$ cat src/hdl/tcae_pkg.sv
`default_nettype none
// ----------------------------------------------------------------------------
// Text cell encoder package
// Screen geometry, derived widths, shared types and character codes for the
// text cell to ANSI escape encoder.
// ----------------------------------------------------------------------------
package tcae_pkg;

    // Count the decimal digits of a positive value.
    function automatic int dec_digits(input int v);
        int n;
        int lim;
        n   = 1;
        lim = 10;
        for (int k = 0; k < 9; k++) begin
            if (v >= lim) begin
                n   = n + 1;
                lim = lim * 10;
            end
        end
        return n;
    endfunction

    // Screen geometry.
    localparam int SCREEN_COLUMNS = 80;
    localparam int SCREEN_ROWS    = 25;
    localparam int SCREEN_CELLS   = SCREEN_COLUMNS * SCREEN_ROWS;

    // Width of a cell offset inside the window.
    localparam int OFF_W  = (SCREEN_CELLS > 1) ? $clog2(SCREEN_CELLS) : 1;
    // Width of a 1-based row or column number.
    localparam int MAX_RC = (SCREEN_COLUMNS > SCREEN_ROWS) ? SCREEN_COLUMNS : SCREEN_ROWS;
    localparam int NUM_W  = $clog2(MAX_RC + 1);
    // Decimal digits of a row or column number.
    localparam int DIG_N  = dec_digits(MAX_RC);
    localparam int BCD_W  = DIG_N * 4;
    // Digits of the number unit in the back end (color codes need three).
    localparam int NUM_DIG = (DIG_N > 3) ? DIG_N : 3;
    localparam int DIG_IW  = $clog2(NUM_DIG);

    // Port widths.
    localparam int ADDR_W     = 16;
    localparam int WORD_W     = 32;
    localparam int BYTE_W     = 8;
    localparam int CFG_IDX_W  = 1;
    localparam int CFG_DATA_W = 16;

    // Register indexes.
    localparam logic [CFG_IDX_W-1:0] CFG_WINDOW_BASE = 1'b0;
    localparam logic [CFG_IDX_W-1:0] CFG_STYLING     = 1'b1;

    // Job queue between the front and back ends.
    localparam int Q_DEPTH = 4;
    localparam int Q_AW    = $clog2(Q_DEPTH);
    localparam int Q_CW    = $clog2(Q_DEPTH + 1);

    // Stream characters.
    localparam logic [BYTE_W-1:0] CH_ESC  = 8'h1b;
    localparam logic [BYTE_W-1:0] CH_LBR  = 8'h5b;
    localparam logic [BYTE_W-1:0] CH_S    = 8'h73;
    localparam logic [BYTE_W-1:0] CH_U    = 8'h75;
    localparam logic [BYTE_W-1:0] CH_SEMI = 8'h3b;
    localparam logic [BYTE_W-1:0] CH_H    = 8'h48;
    localparam logic [BYTE_W-1:0] CH_M    = 8'h6d;
    localparam logic [BYTE_W-1:0] CH_ZERO = 8'h30;

    // Classified cell content.
    typedef struct packed {
        logic [6:0]  chr;
        logic [11:0] fg_bcd;
        logic [11:0] bg_bcd;
        logic [7:0]  attrs;
        logic        styled;
        logic        err;
    } t_cell;

    // One job for the back end.
    typedef struct packed {
        t_cell            content;
        logic [BCD_W-1:0] row_bcd;
        logic [BCD_W-1:0] col_bcd;
    } t_job;

    // Queue status seen by both ends.
    typedef struct packed {
        logic full;
        logic empty;
    } t_q_status;

    // Back end sequencer states.
    typedef enum logic [4:0] {
        BK_IDLE,
        BK_SAVE_ESC,
        BK_SAVE_BR,
        BK_SAVE_S,
        BK_POS_ESC,
        BK_POS_BR,
        BK_NUM,
        BK_POS_SEMI,
        BK_POS_H,
        BK_SGR_ESC,
        BK_SGR_BR,
        BK_SGR_ZERO,
        BK_SGR_SEMI0,
        BK_FG_SEMI,
        BK_ATTR_SEMI,
        BK_SGR_M,
        BK_CHAR,
        BK_RST_ESC,
        BK_RST_BR,
        BK_RST_ZERO,
        BK_RST_M,
        BK_RES_ESC,
        BK_RES_BR,
        BK_RES_U
    } t_bk_state;

endpackage
`default_nettype wire

$ cat src/hdl/tcae_front.sv
`default_nettype none
// ----------------------------------------------------------------------------
// Text cell encoder front end
// Accepts writes, checks the window, splits the offset into row and column,
// converts both to decimal and classifies the styled word into a job.
// ----------------------------------------------------------------------------
module tcae_front
    import tcae_pkg::*;
(
    input  wire logic               i_clk,
    input  wire logic               i_rst_n,
    input  wire logic [ADDR_W-1:0]  i_window_base,
    input  wire logic               i_start,
    output logic                    o_busy,
    input  wire logic [ADDR_W-1:0]  i_write_addr,
    input  wire logic [WORD_W-1:0]  i_styled_word,
    input  wire t_q_status          i_q_stat,
    output logic                    o_push,
    output t_job                    o_job
);

    localparam int RECIP  = (1 << OFF_W) / SCREEN_COLUMNS;
    localparam int M_W    = OFF_W + 1;
    localparam int PROD_W = OFF_W + M_W;
    localparam int COL_W  = $clog2(SCREEN_COLUMNS + 1);
    localparam int PC_W   = NUM_W + COL_W;
    localparam int REM_W  = OFF_W + 1;
    localparam int DD_W   = BCD_W + NUM_W;

    // Map a 5-bit color to its SGR code in BCD; the top bit flags a bad color.
    function automatic logic [12:0] color_bcd(input logic [4:0] c, input logic bg);
        logic [3:0]  lo_n;
        logic [3:0]  lo_b;
        logic [11:0] dflt;
        logic [12:0] res;
        lo_n = 4'(c - 5'd1);
        lo_b = 4'(c - 5'd9);
        dflt = bg ? 12'h049 : 12'h039;
        if (c == 5'd0) begin
            res = {1'b0, dflt};
        end else if (c <= 5'd8) begin
            res = {1'b0, 4'h0, (bg ? 4'h4 : 4'h3), lo_n};
        end else if (c <= 5'd16) begin
            res = bg ? {1'b0, 4'h1, 4'h0, lo_b} : {1'b0, 4'h0, 4'h9, lo_b};
        end else begin
            res = {1'b1, dflt};
        end
        return res;
    endfunction

    // One shift-and-add-3 step of the binary to BCD conversion.
    function automatic logic [DD_W-1:0] dd_step(input logic [DD_W-1:0] x);
        logic [DD_W-1:0] y;
        y = x;
        for (int j = 0; j < DIG_N; j++) begin
            if (y[NUM_W + 4*j +: 4] >= 4'd5) begin
                y[NUM_W + 4*j +: 4] = y[NUM_W + 4*j +: 4] + 4'd3;
            end
        end
        return {y[DD_W-2:0], 1'b0};
    endfunction

    logic                w_en;
    logic [ADDR_W-1:0]   w_diff;
    logic [31:0]         w_diff32;
    logic                w_in;
    logic [OFF_W-1:0]    w_off;
    t_cell               w_cell;
    logic [12:0]         w_fg;
    logic [12:0]         w_bg;

    logic                r1_v;
    logic [OFF_W-1:0]    r1_off;
    t_cell               r1_cell;

    logic [PROD_W-1:0]   w_prod;
    logic                r2_v;
    logic [NUM_W-1:0]    r2_est;
    logic [OFF_W-1:0]    r2_off;
    t_cell               r2_cell;

    logic [PC_W-1:0]     w_pc;
    logic [REM_W-1:0]    w_rem;
    logic                w_wrap;
    logic [NUM_W-1:0]    w_row1;
    logic [NUM_W-1:0]    w_col1;

    logic [NUM_W:0]      r_dv;
    logic [DD_W-1:0]     r_drow [0:NUM_W];
    logic [DD_W-1:0]     r_dcol [0:NUM_W];
    t_cell               r_dcell [0:NUM_W];
    logic [DD_W-1:0]     w_srow [1:NUM_W];
    logic [DD_W-1:0]     w_scol [1:NUM_W];

    // The pipeline moves unless its last stage holds a job the queue cannot take.
    assign w_en   = !r_dv[NUM_W] || !i_q_stat.full;
    assign o_push = r_dv[NUM_W] && !i_q_stat.full;
    assign o_busy = !i_rst_n || !w_en;

    // Window check and cell classification.
    assign w_diff   = i_write_addr - i_window_base;
    assign w_diff32 = 32'(w_diff);
    assign w_in     = (i_write_addr >= i_window_base) && (w_diff32 < 32'(SCREEN_CELLS));
    assign w_off    = w_diff32[OFF_W-1:0];
    assign w_fg     = color_bcd(i_styled_word[12:8], 1'b0);
    assign w_bg     = color_bcd(i_styled_word[17:13], 1'b1);

    always_comb begin
        w_cell.chr    = i_styled_word[6:0];
        w_cell.fg_bcd = w_fg[11:0];
        w_cell.bg_bcd = w_bg[11:0];
        w_cell.attrs  = i_styled_word[25:18];
        w_cell.styled = |i_styled_word[WORD_W-1:7];
        w_cell.err    = w_fg[12] | w_bg[12];
    end

    // Row estimate by reciprocal multiplication; it is low by at most one.
    assign w_prod = PROD_W'(r1_off) * PROD_W'(RECIP);

    // Remainder and the single correction step.
    assign w_pc   = PC_W'(r2_est) * PC_W'(SCREEN_COLUMNS);
    assign w_rem  = REM_W'(r2_off) - REM_W'(w_pc);
    assign w_wrap = w_rem >= REM_W'(SCREEN_COLUMNS);
    assign w_row1 = r2_est + NUM_W'(w_wrap) + NUM_W'(1);
    assign w_col1 = w_wrap ? NUM_W'(w_rem - REM_W'(SCREEN_COLUMNS)) + NUM_W'(1)
                           : NUM_W'(w_rem) + NUM_W'(1);

    // Decimal conversion steps, one per stage.
    always_comb begin
        for (int k = 1; k <= NUM_W; k++) begin
            w_srow[k] = dd_step(r_drow[k-1]);
            w_scol[k] = dd_step(r_dcol[k-1]);
        end
    end

    // Stage valid bits.
    always_ff @(posedge i_clk) begin
        if (!i_rst_n) begin
            r1_v <= 1'b0;
            r2_v <= 1'b0;
            r_dv <= '0;
        end else if (w_en) begin
            r1_v <= i_start && w_in;
            r2_v <= r1_v;
            r_dv <= {r_dv[NUM_W-1:0], r2_v};
        end
    end

    // Stage payload.
    always_ff @(posedge i_clk) begin
        if (w_en) begin
            r1_off     <= w_off;
            r1_cell    <= w_cell;
            r2_est     <= NUM_W'(w_prod >> OFF_W);
            r2_off     <= r1_off;
            r2_cell    <= r1_cell;
            r_drow[0]  <= {BCD_W'(0), w_row1};
            r_dcol[0]  <= {BCD_W'(0), w_col1};
            r_dcell[0] <= r2_cell;
            for (int k = 1; k <= NUM_W; k++) begin
                r_drow[k]  <= w_srow[k];
                r_dcol[k]  <= w_scol[k];
                r_dcell[k] <= r_dcell[k-1];
            end
        end
    end

    // Finished job.
    always_comb begin
        o_job.content = r_dcell[NUM_W];
        o_job.row_bcd = r_drow[NUM_W][DD_W-1 -: BCD_W];
        o_job.col_bcd = r_dcol[NUM_W][DD_W-1 -: BCD_W];
    end

endmodule
`default_nettype wire

$ cat src/hdl/tcae_queue.sv
`default_nettype none
// ----------------------------------------------------------------------------
// Text cell encoder job queue
// Short first-in first-out queue of jobs between the front and back ends.
// ----------------------------------------------------------------------------
module tcae_queue
    import tcae_pkg::*;
(
    input  wire logic   i_clk,
    input  wire logic   i_rst_n,
    input  wire logic   i_push,
    input  wire t_job   i_job,
    input  wire logic   i_pop,
    output t_job        o_job,
    output t_q_status   o_stat
);

    t_job             r_mem [0:Q_DEPTH-1];
    logic [Q_AW-1:0]  r_wp;
    logic [Q_AW-1:0]  r_rp;
    logic [Q_CW-1:0]  r_cnt;

    assign o_job        = r_mem[r_rp];
    assign o_stat.full  = r_cnt == Q_CW'(Q_DEPTH);
    assign o_stat.empty = r_cnt == '0;

    // Pointers and fill count.
    always_ff @(posedge i_clk) begin
        if (!i_rst_n) begin
            r_wp  <= '0;
            r_rp  <= '0;
            r_cnt <= '0;
        end else begin
            if (i_push) begin
                r_wp <= r_wp + Q_AW'(1);
            end
            if (i_pop) begin
                r_rp <= r_rp + Q_AW'(1);
            end
            case ({i_push, i_pop})
                2'b10:   r_cnt <= r_cnt + Q_CW'(1);
                2'b01:   r_cnt <= r_cnt - Q_CW'(1);
                default: r_cnt <= r_cnt;
            endcase
        end
    end

    // Entry storage.
    always_ff @(posedge i_clk) begin
        if (i_push) begin
            r_mem[r_wp] <= i_job;
        end
    end

endmodule
`default_nettype wire

$ cat src/hdl/tcae_back.sv
`default_nettype none
// ----------------------------------------------------------------------------
// Text cell encoder back end
// Byte sequencer that turns one job into the escape stream, one byte a cycle,
// through a registered output stage.
// ----------------------------------------------------------------------------
module tcae_back
    import tcae_pkg::*;
(
    input  wire logic               i_clk,
    input  wire logic               i_rst_n,
    input  wire logic               i_styling,
    input  wire t_q_status          i_q_stat,
    input  wire t_job               i_job,
    output logic                    o_pop,
    output logic                    o_strobe,
    output logic [BYTE_W-1:0]       o_out_byte,
    output logic                    o_last_byte,
    output logic                    o_color_error
);

    localparam int NUM_BW = NUM_DIG * 4;

    // SGR code of an attribute bit, in BCD.
    function automatic logic [7:0] attr_bcd(input logic [2:0] i);
        logic [7:0] res;
        case (i)
            3'd0:    res = 8'h01;
            3'd1:    res = 8'h02;
            3'd2:    res = 8'h03;
            3'd3:    res = 8'h04;
            3'd4:    res = 8'h05;
            3'd5:    res = 8'h08;
            3'd6:    res = 8'h09;
            3'd7:    res = 8'h53;
            default: res = 8'h01;
        endcase
        return res;
    endfunction

    // Index of the most significant nonzero digit, zero for a single digit.
    function automatic logic [DIG_IW-1:0] lead_dig(input logic [NUM_BW-1:0] v);
        logic [DIG_IW-1:0] idx;
        idx = '0;
        for (int k = 0; k < NUM_DIG; k++) begin
            if (v[4*k +: 4] != 4'd0) begin
                idx = DIG_IW'(k);
            end
        end
        return idx;
    endfunction

    t_bk_state           r_state, n_state;
    t_bk_state           r_ret, n_ret;
    t_cell               r_cell, n_cell;
    logic [BCD_W-1:0]    r_row, n_row;
    logic [BCD_W-1:0]    r_col, n_col;
    logic [7:0]          r_pend, n_pend;
    logic [NUM_BW-1:0]   r_num, n_num;
    logic [DIG_IW-1:0]   r_dig, n_dig;
    logic                r_err, n_err;
    logic                r_strobe, n_strobe;
    logic [BYTE_W-1:0]   r_byte, n_byte;
    logic                r_last, n_last;
    logic                r_cerr;

    logic                w_take;
    logic                w_sgr;
    logic [3:0]          w_digit;
    logic [2:0]          w_low;
    logic                w_do_load;
    logic [NUM_BW-1:0]   w_load;

    assign w_take  = !i_q_stat.empty;
    assign w_sgr   = r_cell.styled && i_styling;
    assign w_digit = r_num[{r_dig, 2'b00} +: 4];

    // Lowest pending attribute bit.
    always_comb begin
        w_low = 3'd0;
        for (int k = 7; k >= 0; k--) begin
            if (r_pend[k]) begin
                w_low = 3'(k);
            end
        end
    end

    // Next state and byte selection.
    always_comb begin
        n_state   = r_state;
        n_ret     = r_ret;
        n_cell    = r_cell;
        n_row     = r_row;
        n_col     = r_col;
        n_pend    = r_pend;
        n_num     = r_num;
        n_dig     = r_dig;
        n_err     = r_err;
        n_strobe  = 1'b1;
        n_byte    = CH_ESC;
        n_last    = 1'b0;
        w_do_load = 1'b0;
        w_load    = '0;
        o_pop     = 1'b0;

        case (r_state)
            BK_IDLE: begin
                n_strobe = 1'b0;
                if (w_take) begin
                    o_pop   = 1'b1;
                    n_state = BK_SAVE_ESC;
                end
            end
            BK_SAVE_ESC: begin
                n_state = BK_SAVE_BR;
            end
            BK_SAVE_BR: begin
                n_byte  = CH_LBR;
                n_state = BK_SAVE_S;
            end
            BK_SAVE_S: begin
                n_byte  = CH_S;
                n_state = BK_POS_ESC;
            end
            BK_POS_ESC: begin
                n_state = BK_POS_BR;
            end
            BK_POS_BR: begin
                n_byte    = CH_LBR;
                w_do_load = 1'b1;
                w_load    = NUM_BW'(r_row);
                n_ret     = BK_POS_SEMI;
                n_state   = BK_NUM;
            end
            BK_NUM: begin
                n_byte = CH_ZERO | {4'h0, w_digit};
                if (r_dig == '0) begin
                    n_state = r_ret;
                end else begin
                    n_dig = r_dig - DIG_IW'(1);
                end
            end
            BK_POS_SEMI: begin
                n_byte    = CH_SEMI;
                w_do_load = 1'b1;
                w_load    = NUM_BW'(r_col);
                n_ret     = BK_POS_H;
                n_state   = BK_NUM;
            end
            BK_POS_H: begin
                n_byte  = CH_H;
                n_state = w_sgr ? BK_SGR_ESC : BK_CHAR;
            end
            BK_SGR_ESC: begin
                n_state = BK_SGR_BR;
            end
            BK_SGR_BR: begin
                n_byte  = CH_LBR;
                n_state = BK_SGR_ZERO;
            end
            BK_SGR_ZERO: begin
                n_byte  = CH_ZERO;
                n_state = BK_SGR_SEMI0;
            end
            BK_SGR_SEMI0: begin
                n_byte    = CH_SEMI;
                w_do_load = 1'b1;
                w_load    = NUM_BW'(r_cell.fg_bcd);
                n_ret     = BK_FG_SEMI;
                n_state   = BK_NUM;
            end
            BK_FG_SEMI: begin
                n_byte    = CH_SEMI;
                w_do_load = 1'b1;
                w_load    = NUM_BW'(r_cell.bg_bcd);
                n_ret     = (r_pend != 8'd0) ? BK_ATTR_SEMI : BK_SGR_M;
                n_state   = BK_NUM;
            end
            BK_ATTR_SEMI: begin
                n_byte    = CH_SEMI;
                w_do_load = 1'b1;
                w_load    = NUM_BW'(attr_bcd(w_low));
                n_pend    = r_pend & (r_pend - 8'd1);
                n_ret     = (n_pend != 8'd0) ? BK_ATTR_SEMI : BK_SGR_M;
                n_state   = BK_NUM;
            end
            BK_SGR_M: begin
                n_byte  = CH_M;
                n_state = BK_CHAR;
            end
            BK_CHAR: begin
                n_byte  = {1'b0, r_cell.chr};
                n_state = i_styling ? BK_RST_ESC : BK_RES_ESC;
            end
            BK_RST_ESC: begin
                n_state = BK_RST_BR;
            end
            BK_RST_BR: begin
                n_byte  = CH_LBR;
                n_state = BK_RST_ZERO;
            end
            BK_RST_ZERO: begin
                n_byte  = CH_ZERO;
                n_state = BK_RST_M;
            end
            BK_RST_M: begin
                n_byte  = CH_M;
                n_state = BK_RES_ESC;
            end
            BK_RES_ESC: begin
                n_state = BK_RES_BR;
            end
            BK_RES_BR: begin
                n_byte  = CH_LBR;
                n_state = BK_RES_U;
            end
            BK_RES_U: begin
                n_byte = CH_U;
                n_last = 1'b1;
                if (w_take) begin
                    o_pop   = 1'b1;
                    n_state = BK_SAVE_ESC;
                end else begin
                    n_state = BK_IDLE;
                end
            end
            default: begin
                n_strobe = 1'b0;
                n_state  = BK_IDLE;
            end
        endcase

        // Start a decimal number.
        if (w_do_load) begin
            n_num = w_load;
            n_dig = lead_dig(w_load);
        end

        // Take the next job from the queue.
        if (o_pop) begin
            n_cell = i_job.content;
            n_row  = i_job.row_bcd;
            n_col  = i_job.col_bcd;
            n_pend = i_job.content.attrs;
            n_err  = i_job.content.styled && i_styling && i_job.content.err;
        end
    end

    // Control registers.
    always_ff @(posedge i_clk) begin
        if (!i_rst_n) begin
            r_state  <= BK_IDLE;
            r_strobe <= 1'b0;
        end else begin
            r_state  <= n_state;
            r_strobe <= n_strobe;
        end
    end

    // Job and output payload registers.
    always_ff @(posedge i_clk) begin
        r_ret  <= n_ret;
        r_cell <= n_cell;
        r_row  <= n_row;
        r_col  <= n_col;
        r_pend <= n_pend;
        r_num  <= n_num;
        r_dig  <= n_dig;
        r_err  <= n_err;
        r_byte <= n_byte;
        r_last <= n_last;
        r_cerr <= r_err;
    end

    assign o_strobe      = r_strobe;
    assign o_out_byte    = r_byte;
    assign o_last_byte   = r_last;
    assign o_color_error = r_cerr;

endmodule
`default_nettype wire

$ cat src/hdl/text_cell_to_ansi_escape_encoder.sv
`default_nettype none
// ----------------------------------------------------------------------------
// Text cell to ANSI escape encoder
// Turns writes to a memory-mapped text screen into a terminal byte stream.
// ----------------------------------------------------------------------------
// Usage:
// A write is transferred at a rising edge with start high and busy low. Writes
// outside the window are dropped and produce no bytes. Each accepted write
// yields 13 to 47 bytes: save cursor, cursor position, an optional SGR
// sequence, the character, an optional SGR reset and restore cursor.
// Each byte is on o_out_byte for one cycle with o_strobe high; o_last_byte
// marks the final byte of a write and o_color_error holds for all its bytes.
// The back end sends one byte per cycle; the front end takes a new write every
// cycle while the job queue has room, and busy rises only when the queue is
// full. The first byte passes the front pipeline, which carries one decimal
// conversion step per stage, then the job queue, the sequencer state register
// and the output register.
// The receiver cannot stall; bytes leave as they are produced.
// Registers are written on the configuration channel, which is always ready.
// Reset clears the pipeline and queue, sets window_base to 0 and turns
// styling on.
// ----------------------------------------------------------------------------
module text_cell_to_ansi_escape_encoder
    import tcae_pkg::*;
(
    input  wire logic                   i_clk,
    input  wire logic                   i_rst_n,
    input  wire logic                   start,
    output logic                        busy,
    input  wire logic [ADDR_W-1:0]      i_write_addr,
    input  wire logic [WORD_W-1:0]      i_styled_word,
    output logic                        o_strobe,
    output logic [BYTE_W-1:0]           o_out_byte,
    output logic                        o_last_byte,
    output logic                        o_color_error,
    input  wire logic                   i_cfg_valid,
    output logic                        o_cfg_ready,
    input  wire logic [CFG_IDX_W-1:0]   i_cfg_index,
    input  wire logic [CFG_DATA_W-1:0]  i_cfg_data
);

    logic [ADDR_W-1:0]  r_window_base;
    logic               r_styling;
    logic               w_push;
    logic               w_pop;
    t_job               w_fjob;
    t_job               w_qjob;
    t_q_status          w_q_stat;

    assign o_cfg_ready = 1'b1;

    // Configuration registers.
    always_ff @(posedge i_clk) begin
        if (!i_rst_n) begin
            r_window_base <= '0;
            r_styling     <= 1'b1;
        end else if (i_cfg_valid) begin
            case (i_cfg_index)
                CFG_WINDOW_BASE: r_window_base <= i_cfg_data;
                CFG_STYLING:     r_styling     <= i_cfg_data[0];
                default:         r_styling     <= r_styling;
            endcase
        end
    end

    // Front end: window check, row and column, decimal conversion.
    tcae_front u_front (
        .i_clk         (i_clk),
        .i_rst_n       (i_rst_n),
        .i_window_base (r_window_base),
        .i_start       (start),
        .o_busy        (busy),
        .i_write_addr  (i_write_addr),
        .i_styled_word (i_styled_word),
        .i_q_stat      (w_q_stat),
        .o_push        (w_push),
        .o_job         (w_fjob)
    );

    // Job queue.
    tcae_queue u_queue (
        .i_clk   (i_clk),
        .i_rst_n (i_rst_n),
        .i_push  (w_push),
        .i_job   (w_fjob),
        .i_pop   (w_pop),
        .o_job   (w_qjob),
        .o_stat  (w_q_stat)
    );

    // Back end: byte sequencer.
    tcae_back u_back (
        .i_clk         (i_clk),
        .i_rst_n       (i_rst_n),
        .i_styling     (r_styling),
        .i_q_stat      (w_q_stat),
        .i_job         (w_qjob),
        .o_pop         (w_pop),
        .o_strobe      (o_strobe),
        .o_out_byte    (o_out_byte),
        .o_last_byte   (o_last_byte),
        .o_color_error (o_color_error)
    );

    // Every stream ends with the restore cursor sequence.
    a_last_is_restore: assert property (@(posedge i_clk) disable iff (!i_rst_n)
        (o_strobe && o_last_byte) |-> (o_out_byte == CH_U) && ($past(o_out_byte) == CH_LBR))
        else $error("final byte of a write is not the restore cursor sequence");

    // The color error flag holds across all bytes of one write.
    a_err_steady: assert property (@(posedge i_clk) disable iff (!i_rst_n)
        (o_strobe && $past(o_strobe) && !$past(o_last_byte))
            |-> (o_color_error == $past(o_color_error)))
        else $error("color error flag changed inside a write");

    // Writes are held off only while the job queue is full.
    a_busy_full: assert property (@(posedge i_clk) disable iff (!i_rst_n)
        busy |-> w_q_stat.full)
        else $error("busy raised while the job queue had room");

    // The queue is never popped while empty.
    a_pop_nonempty: assert property (@(posedge i_clk) disable iff (!i_rst_n)
        w_pop |-> !w_q_stat.empty)
        else $error("job queue popped while empty");

endmodule
`default_nettype wire

$ cat config.mk
export PLATFORM = sky130hd
export DESIGN_NAME = text_cell_to_ansi_escape_encoder
export DESIGN_NICKNAME = d
export VERILOG_FILES = /design/src/hdl/tcae_pkg.sv /design/src/hdl/tcae_front.sv /design/src/hdl/tcae_queue.sv /design/src/hdl/tcae_back.sv /design/src/hdl/text_cell_to_ansi_escape_encoder.sv
export SDC_FILE = /design/constraint.sdc
export NUM_CORES = 1
export LEC_CHECK = 0
export ABC_AREA = 1
export BUFFER_PORTS_ARGS = -buffer_cell sky130_fd_sc_hd__clkbuf_2
export CELL_PAD_IN_SITES_DETAIL_PLACEMENT = 1
export CELL_PAD_IN_SITES_GLOBAL_PLACEMENT = 2
export CORE_MARGIN = 2
export CORE_UTILIZATION = 40
export CTS_CLUSTER_SIZE = 25
export DETAILED_ROUTE_END_ITERATION = 16
export PLACE_DENSITY_LB_ADDON = 0.12
export SLEW_MARGIN = 20
export SYNTH_ARGS = -nofsm -noshare
export SYNTH_HDL_FRONTEND = slang
export SYNTH_HIERARCHICAL = 1
export SYNTH_SLANG_ARGS = --single-unit
$ cat constraint.sdc
create_clock -name i_clk -period 21.1 [get_ports i_clk]
set_clock_uncertainty 0.05 [all_clocks]
set_input_delay 3.165 -clock i_clk [delete_from_list [all_inputs] [get_ports i_clk]]
set_output_delay 3.165 -clock i_clk [all_outputs]
set_load 0.05 [all_outputs]
Word level (Yosys, flattened, before mapping)
Memories as Yosys holds them, arrays and structs flattened. A register that Yosys moved wholly into a read port is not among the register bits.
Index checks and enable logic that the tools add are counted.
{ "op_classes": {"muxes": 73, "n_div": 0, "reduce_logical": 39, "magnitude_cmp": 35, "addsub": 45, "n_eq_ne": 29, "n_shift": 1, "bitwise": 3, "multipliers": 2} }
{ "op_table": {"columns": ["op", "n"], "rows": [
  ["4-bit by 3-bit >= comparator with 1-bit output, second input constant", 28],
  ["5-bit case mux with 20 select lines", 1],
  ["13-bit two-way mux", 6],
  ["3-bit two-way mux", 23],
  ["7-bit case mux with 9 select lines", 1],
  ["12-bit case mux with 5 select lines", 1],
  ["4-bit by 2-bit adder with 4-bit output, second input constant", 14],
  ["4-bit two-way mux", 14],
  ["3-bit by 2-bit adder with 3-bit output, second input constant", 14],
  ["5-bit by 4-bit equality test with 1-bit output, second input constant", 8],
  ["5-bit equality test, second input constant", 8],
  ["5-bit case mux with 5 select lines", 1],
  ["25-bit OR reduction", 1],
  ["23-bit OR reduction", 1],
  ["7-bit by 1-bit adder with 7-bit output, second input constant", 3],
  ["5-bit by 3-bit equality test with 1-bit output, second input constant", 4],
  ["16-bit >= comparator", 1],
  ["16-bit by 11-bit less-than comparator with 1-bit output, second input constant", 1],
  ["11-bit by 5-bit multiplier with 16-bit output, second input constant", 1],
  ["8-bit two-way mux", 2],
  ["8-bit nonzero test", 2],
  ["16-bit subtractor", 1],
  ["5-bit zero test", 3],
  ["5-bit two-way mux", 3],
  ["41 further kinds", 85]
]} }
{ "word_totals": {"wordCells": 273, "mem_bits_ro": 48, "mem_bits_rw": 796, "memories": 5, "ff_bits": 234, "latchBits": 0} }
{ "mem_list": {"columns": ["memory", "depth", "width", "read_ports", "rd_ports_with_merged_regs", "write_ports", "line", "text"], "rows": [
  ["u_front.r_dcell", 8, 41, 8, 0, 8, "tcae_front.sv:91", "t_cell r_dcell [0:NUM_W];"],
  ["u_queue.r_mem", 4, 57, 1, 1, 1, "tcae_queue.sv:18", "t_job r_mem [0:Q_DEPTH-1];"],
  ["u_front.r_dcol", 8, 15, 8, 0, 8, "tcae_front.sv:90", "logic [DD_W-1:0] r_dcol [0:NUM_W];"],
  ["u_front.r_drow", 8, 15, 8, 0, 8, "tcae_front.sv:89", "logic [DD_W-1:0] r_drow [0:NUM_W];"],
  ["(no name shown)", 8, 6, 1, 0, 0, "tcae_back.sv:27", "case (i)"]
]} }

Logic depth before layout (Yosys ltp)
An unclocked memory read counts as a cell.
{ "depth": {"ltp_word": 14, "depth_mapped": 18} }

By module
The synthesis kept the hierarchy.
{ "modules_own_cells": {"columns": ["mod", "cells_each", "area_each_um2", "n_inst"], "rows": [
  ["tcae_front", 1152, 17314.1, 1],
  ["tcae_queue", 608, 8877.3, 1],
  ["tcae_back", 418, 4235.3, 1],
  ["text_cell_to_ansi_escape_encoder", 112, 755.7, 1]
]} }

Least setup slack after synthesis
No wires, ideal clock.
{ "synth_path": {"path_type": "register to output", "startpoint": "register u_queue.r_cnt[2]", "endpoint": "output port busy", "path_slack_ps": 1306, "path_stages_with_launch": 6, "arrival_ps": 16579, "path_buffers": 1, "required_ps": 17885, "path_cell_list": "dfxtp_1 -> inv_1 -> nor3_1 -> nand2_1 -> clkbuf_1 -> nand2_1"} }
{ "synth_rtl": {"columns": ["element", "line", "text"], "rows": [
  ["start: declaration", "tcae_queue.sv:21", "logic [Q_CW-1:0] r_cnt;"],
  ["start signal: assignment", "tcae_queue.sv:41", "2'b10: r_cnt <= r_cnt + Q_CW'(1);"],
  ["start signal: assignment", "tcae_queue.sv:42", "2'b01: r_cnt <= r_cnt - Q_CW'(1);"],
  ["start signal: assignment", "tcae_queue.sv:43", "default: r_cnt <= r_cnt;"],
  ["end: declaration", "text_cell_to_ansi_escape_encoder.sv:29", "output logic busy,"]
]} }

Worst setup path in the final report
{ "layout_path": {"startpoint": "input port i_rst_n", "endpoint": "output port busy"} }
{ "layout_between": {"elab_chain_len": 2} }
{ "layout_rtl": {"columns": ["element", "line", "text"], "rows": [
  ["start: declaration", "text_cell_to_ansi_escape_encoder.sv:27", "input wire logic i_rst_n,"],
  ["1-bit zero test", null, null],
  ["1-bit logical OR", "tcae_front.sv:98", "assign o_busy = !i_rst_n || !w_en;"]
]} }
No other way between the ends.

==> impl_metrics.tcl <==
set metrics [dict create \
    cts_buffer_depth 3 \
    maxCapViolations 0 \
    antenna_left 0 \
    dp_hpwl_um 36300 \
    vias_per_cell 4.83 \
    grt_pass1_wl_um 94600 \
    synth-simple-area-share_pct 9.55 \
    synth_area_um2 31200 \
    muxShareOfSynthArea_pct 0 \
    drive_gt1_share_pct 12.0 \
    ys_seq_elements 782 \
    grt.overflow.total 0 \
    crit_path_end_kind "output port" \
    path_delay_family "buffers and inverters" \
    fillers 7965 \
    crit_fanout 36 \
    rows 102 \
    place_ws_ns 13.71 \
    ctsResizeCount 0 \
    hold_ws_ns 0.336 \
    rsz0062_at_grt "no" \
    status "completed" \
    clk_pin_slew_ns 0.06 \
    synth_xor_area_share_pct 0.843 \
    crit_path_max_incr_delay_ns 0.36 \
    min_period_ns 7.34 \
    wirelength_um 59500 \
    critPathArrivalTime_ns 4.12 \
    finish.instance_area_um2 35000 \
    crit_slowest_cell "buf_4" \
    tritoncts "done" \
    initial_core_util_pct 40.3 \
    tns_ns 0 \
    worstHoldEndpoint "u_back/o_color_error" \
    synth_compound_area_share_pct 5.79 \
    drc 0 \
    cp-start-kind "input port" \
    crit_top_cell "clkbuf_2" \
    die_width_um 283 \
    ir_drop_uv 83.7 \
    criticalPathCategory "in -> out" \
    whs_path_depth 0 \
    setup_ws_ns 13.76 \
    reg2reg_depth 8 \
    synth_area_per_cell_um2 13.6 \
    synthCells 2290 \
    crit_chain "clkbuf_2, buf_4, nand2_1, clkbuf_2" \
    hold_class "reg -> reg" \
    h-tree-depth 3 \
    hold_buffers 0 \
    finalNonFillerCells 3488 \
    vias 16800 \
    reg2reg_slack_ns 16.18 \
    post-route-period-util_pct 34.8 \
    yosys.area_share.adder_pct 4.59 \
    slew_violations 0 \
    crit_required_ns 17.89 \
    rr_startpoint "u_queue/r_cnt[2]" \
    relSlewSlack_pct 29.7 \
    grt_max_degree 101 \
    drtIter0Drc 851 \
    dieArea_um2 80200 \
    core_area_um2 77300 \
    antenna_found_initial 0 \
    finalNetCount 2553 \
    gp_congestion 0.775 \
    final-hold-violation-count 0 \
    dp_cells 3327 \
    clk_latency_ns 0.64 \
    wl_per_cell_um 17.1 \
    r2r-end "u_front/r_dcell[1][157]" \
    power.density_nw_per_um2 127 \
    grt_use_total_pct 14.8 \
    dr.pass1.iters 5 \
    clkSinkCount 782 \
    io_buffers 79 \
    setup_viol 0 \
    synth_top_family_by_area "simple AND/OR/NAND/NOR gates" \
    max_slew.worst_pin.slew_ns 1.05 \
    area_growth_pct 12.3 \
    ios 82 \
    place_area_um2 32300 \
    cts_buffers 85 \
    synth_cell_types 53 \
    ys_seq_area_share_pct 73.7 \
    hp-start "u_back/r_err" \
    power_leakage_nw 13.6 \
    die_y_um 283 \
    yosysWarnings 6 \
    grt_pass1_vias 17800 \
    max_freq_ghz 0.136 \
    cts_root_buf "clkbuf_16" \
    critPathBufInv 3 \
    post-cts-setup-buffers 0 \
]
-- cell type report --
cell class,instances,area [µm²],share of cell area [%]
diodes,1,2.50,0.00714
clock inverters,64,571,1.63
flip-flops and latches,782,23000,65.6
inverters,245,937,2.68
multi-input cells,1166,6540,18.7
repair buffers,95,539,1.54
well taps,1040,1300,3.71
clock buffers,95,2160,6.18
-- layout by cell type, fill, tap and decap left out, types with 9 or more instances in the layout --
master / netlist / layout
edfxtp_1: 731 / 731
xor2_1: 24 / 24
o22ai_1: 58 / 58
clkbuf_1: 19 / 10
inv_1: 229 / 225
nand4_1: 18 / 18
o21ai_1: 9 / 9
nand2_1: 255 / 254
buf_4: 66 / 14
nand2_2: 17 / 17
fa_1: 9 / 9
o21ai_0: 178 / 178
nor2_1: 249 / 249
clkbuf_16: 0 / 85
clkinv_1: 2 / 27
inv_2: 11 / 11
clkinv_2: 0 / 26
ha_1: 100 / 100
clkbuf_2: 0 / 79
conb_1: 4 / 15
dfxtp_1: 51 / 50
nor3_1: 12 / 12
nand3_1: 88 / 88
a21oi_1: 67 / 67
-- per-stage QoR --
stage,utilization [%],total power (W)
after floorplan,-,0.00281
after global routing,45.3,0.00472
after global placement,41.7,0.00302
after CTS,45.3,0.00452
after detailed placement,41.7,0.00307
final,45.3,0.00444
-- metal layers --
| metal | routed length, µm | vias up | track usage (%) | part of all wire, % |
|---|---|---|---|---|
| met5 | 0 | - | 0 | 0 |
| met4 | 1130 | 0 | 4.66 | 1.9 |
| met3 | 2090 | 82 | 2.55 | 3.5 |
| met2 | 28700 | 234 | 25.2 | 48 |
| met1 | 27500 | 8354 | 19.3 | 46 |
| li1 | - | 8164 | - | - |
-- cell usage after synthesis, drive strengths merged --
library cell	number	area share, %
xnor2	6	0.17
a22o	1	0.028
a21o	1	0.024
or4	1	0.024
edfxtp	731	70
o2111ai	3	0.084
and3	1	0.020
nand4	18	0.36
dfxtp	51	3.3
o21ai	190	3.1
buf	89	2.3
a21oi	69	1.1
o22ai	58	1.2
or2	4	0.088
o211ai	2	0.048
nor3	13	0.22
ha	100	4.0
nand2	279	3.7
fa	9	0.58
o21a	1	0.024
conb	4	0.048
nor2	265	3.5
o31ai	1	0.024
nand3	93	1.6
clkbuf	19	0.23
nor4	5	0.10
clkinv	3	0.052
o21bai	2	0.048
a211oi	2	0.064
xor2	24	0.67
a31oi	3	0.060
inv	242	2.9
-- worst reg2reg max path: stages, from the launching register on --
cell     delay [ns]
dfxtp_1        0.33
inv_1          0.08
nor3_1         0.09
nand2_4        0.62
buf_4          0.49
buf_16         0.31
buf_4          0.70
buf_4          0.91
buf_4          0.92
-- logic make-up after synthesis --
logic type	count (synthesis)
xor+xnor	30
simple gates	679
compound gates	333
buf+inv	353
other cells	4
flops	782
fa+ha+maj	109
-- flip-flops by register name (all words and copies together), names as in the netlist, 5 cells and up, named ones only --
signal             cells
u_front/r_dcol        60
u_back/r_num          12
u_back/r_state         5
u_back/r_cell         32
u_front/r2_off        11
u_front/r1_cell       29
u_front/r2_cell       29
u_back/o_out_byte      7
u_queue/r_mem        228
u_front/r_dcell      232
u_back/r_col           8
u_front/r2_est         5
u_back/r_row           8
u_front/r1_off        11
u_back/r_pend          8
u_front/r_dv           8
u_front/r_drow        51
r_window_base         16
-- worst max path at each step --
stage,from,end,slack (ns),cells after the start
2_1_floorplan,u_queue/r_cnt[2],busy,1.31,5
3_3_place_gp,i_rst_n,busy,13.70,4
3_5_place_dp,i_rst_n,busy,13.71,4
4_1_cts,i_rst_n,busy,13.71,4
5_1_grt,i_rst_n,busy,13.70,4
6_report,i_rst_n,busy,13.76,4
-- report_power, final --
part,internal [W],total (W),switching [W]
clock network,0.000810,0.00142,0.000612
logic,0.000280,0.000872,0.000592
registers,0.00202,0.00214,0.000123
total,0.00311,0.00444,0.00133
Note: power is estimated with default switching activity, not from simulation.
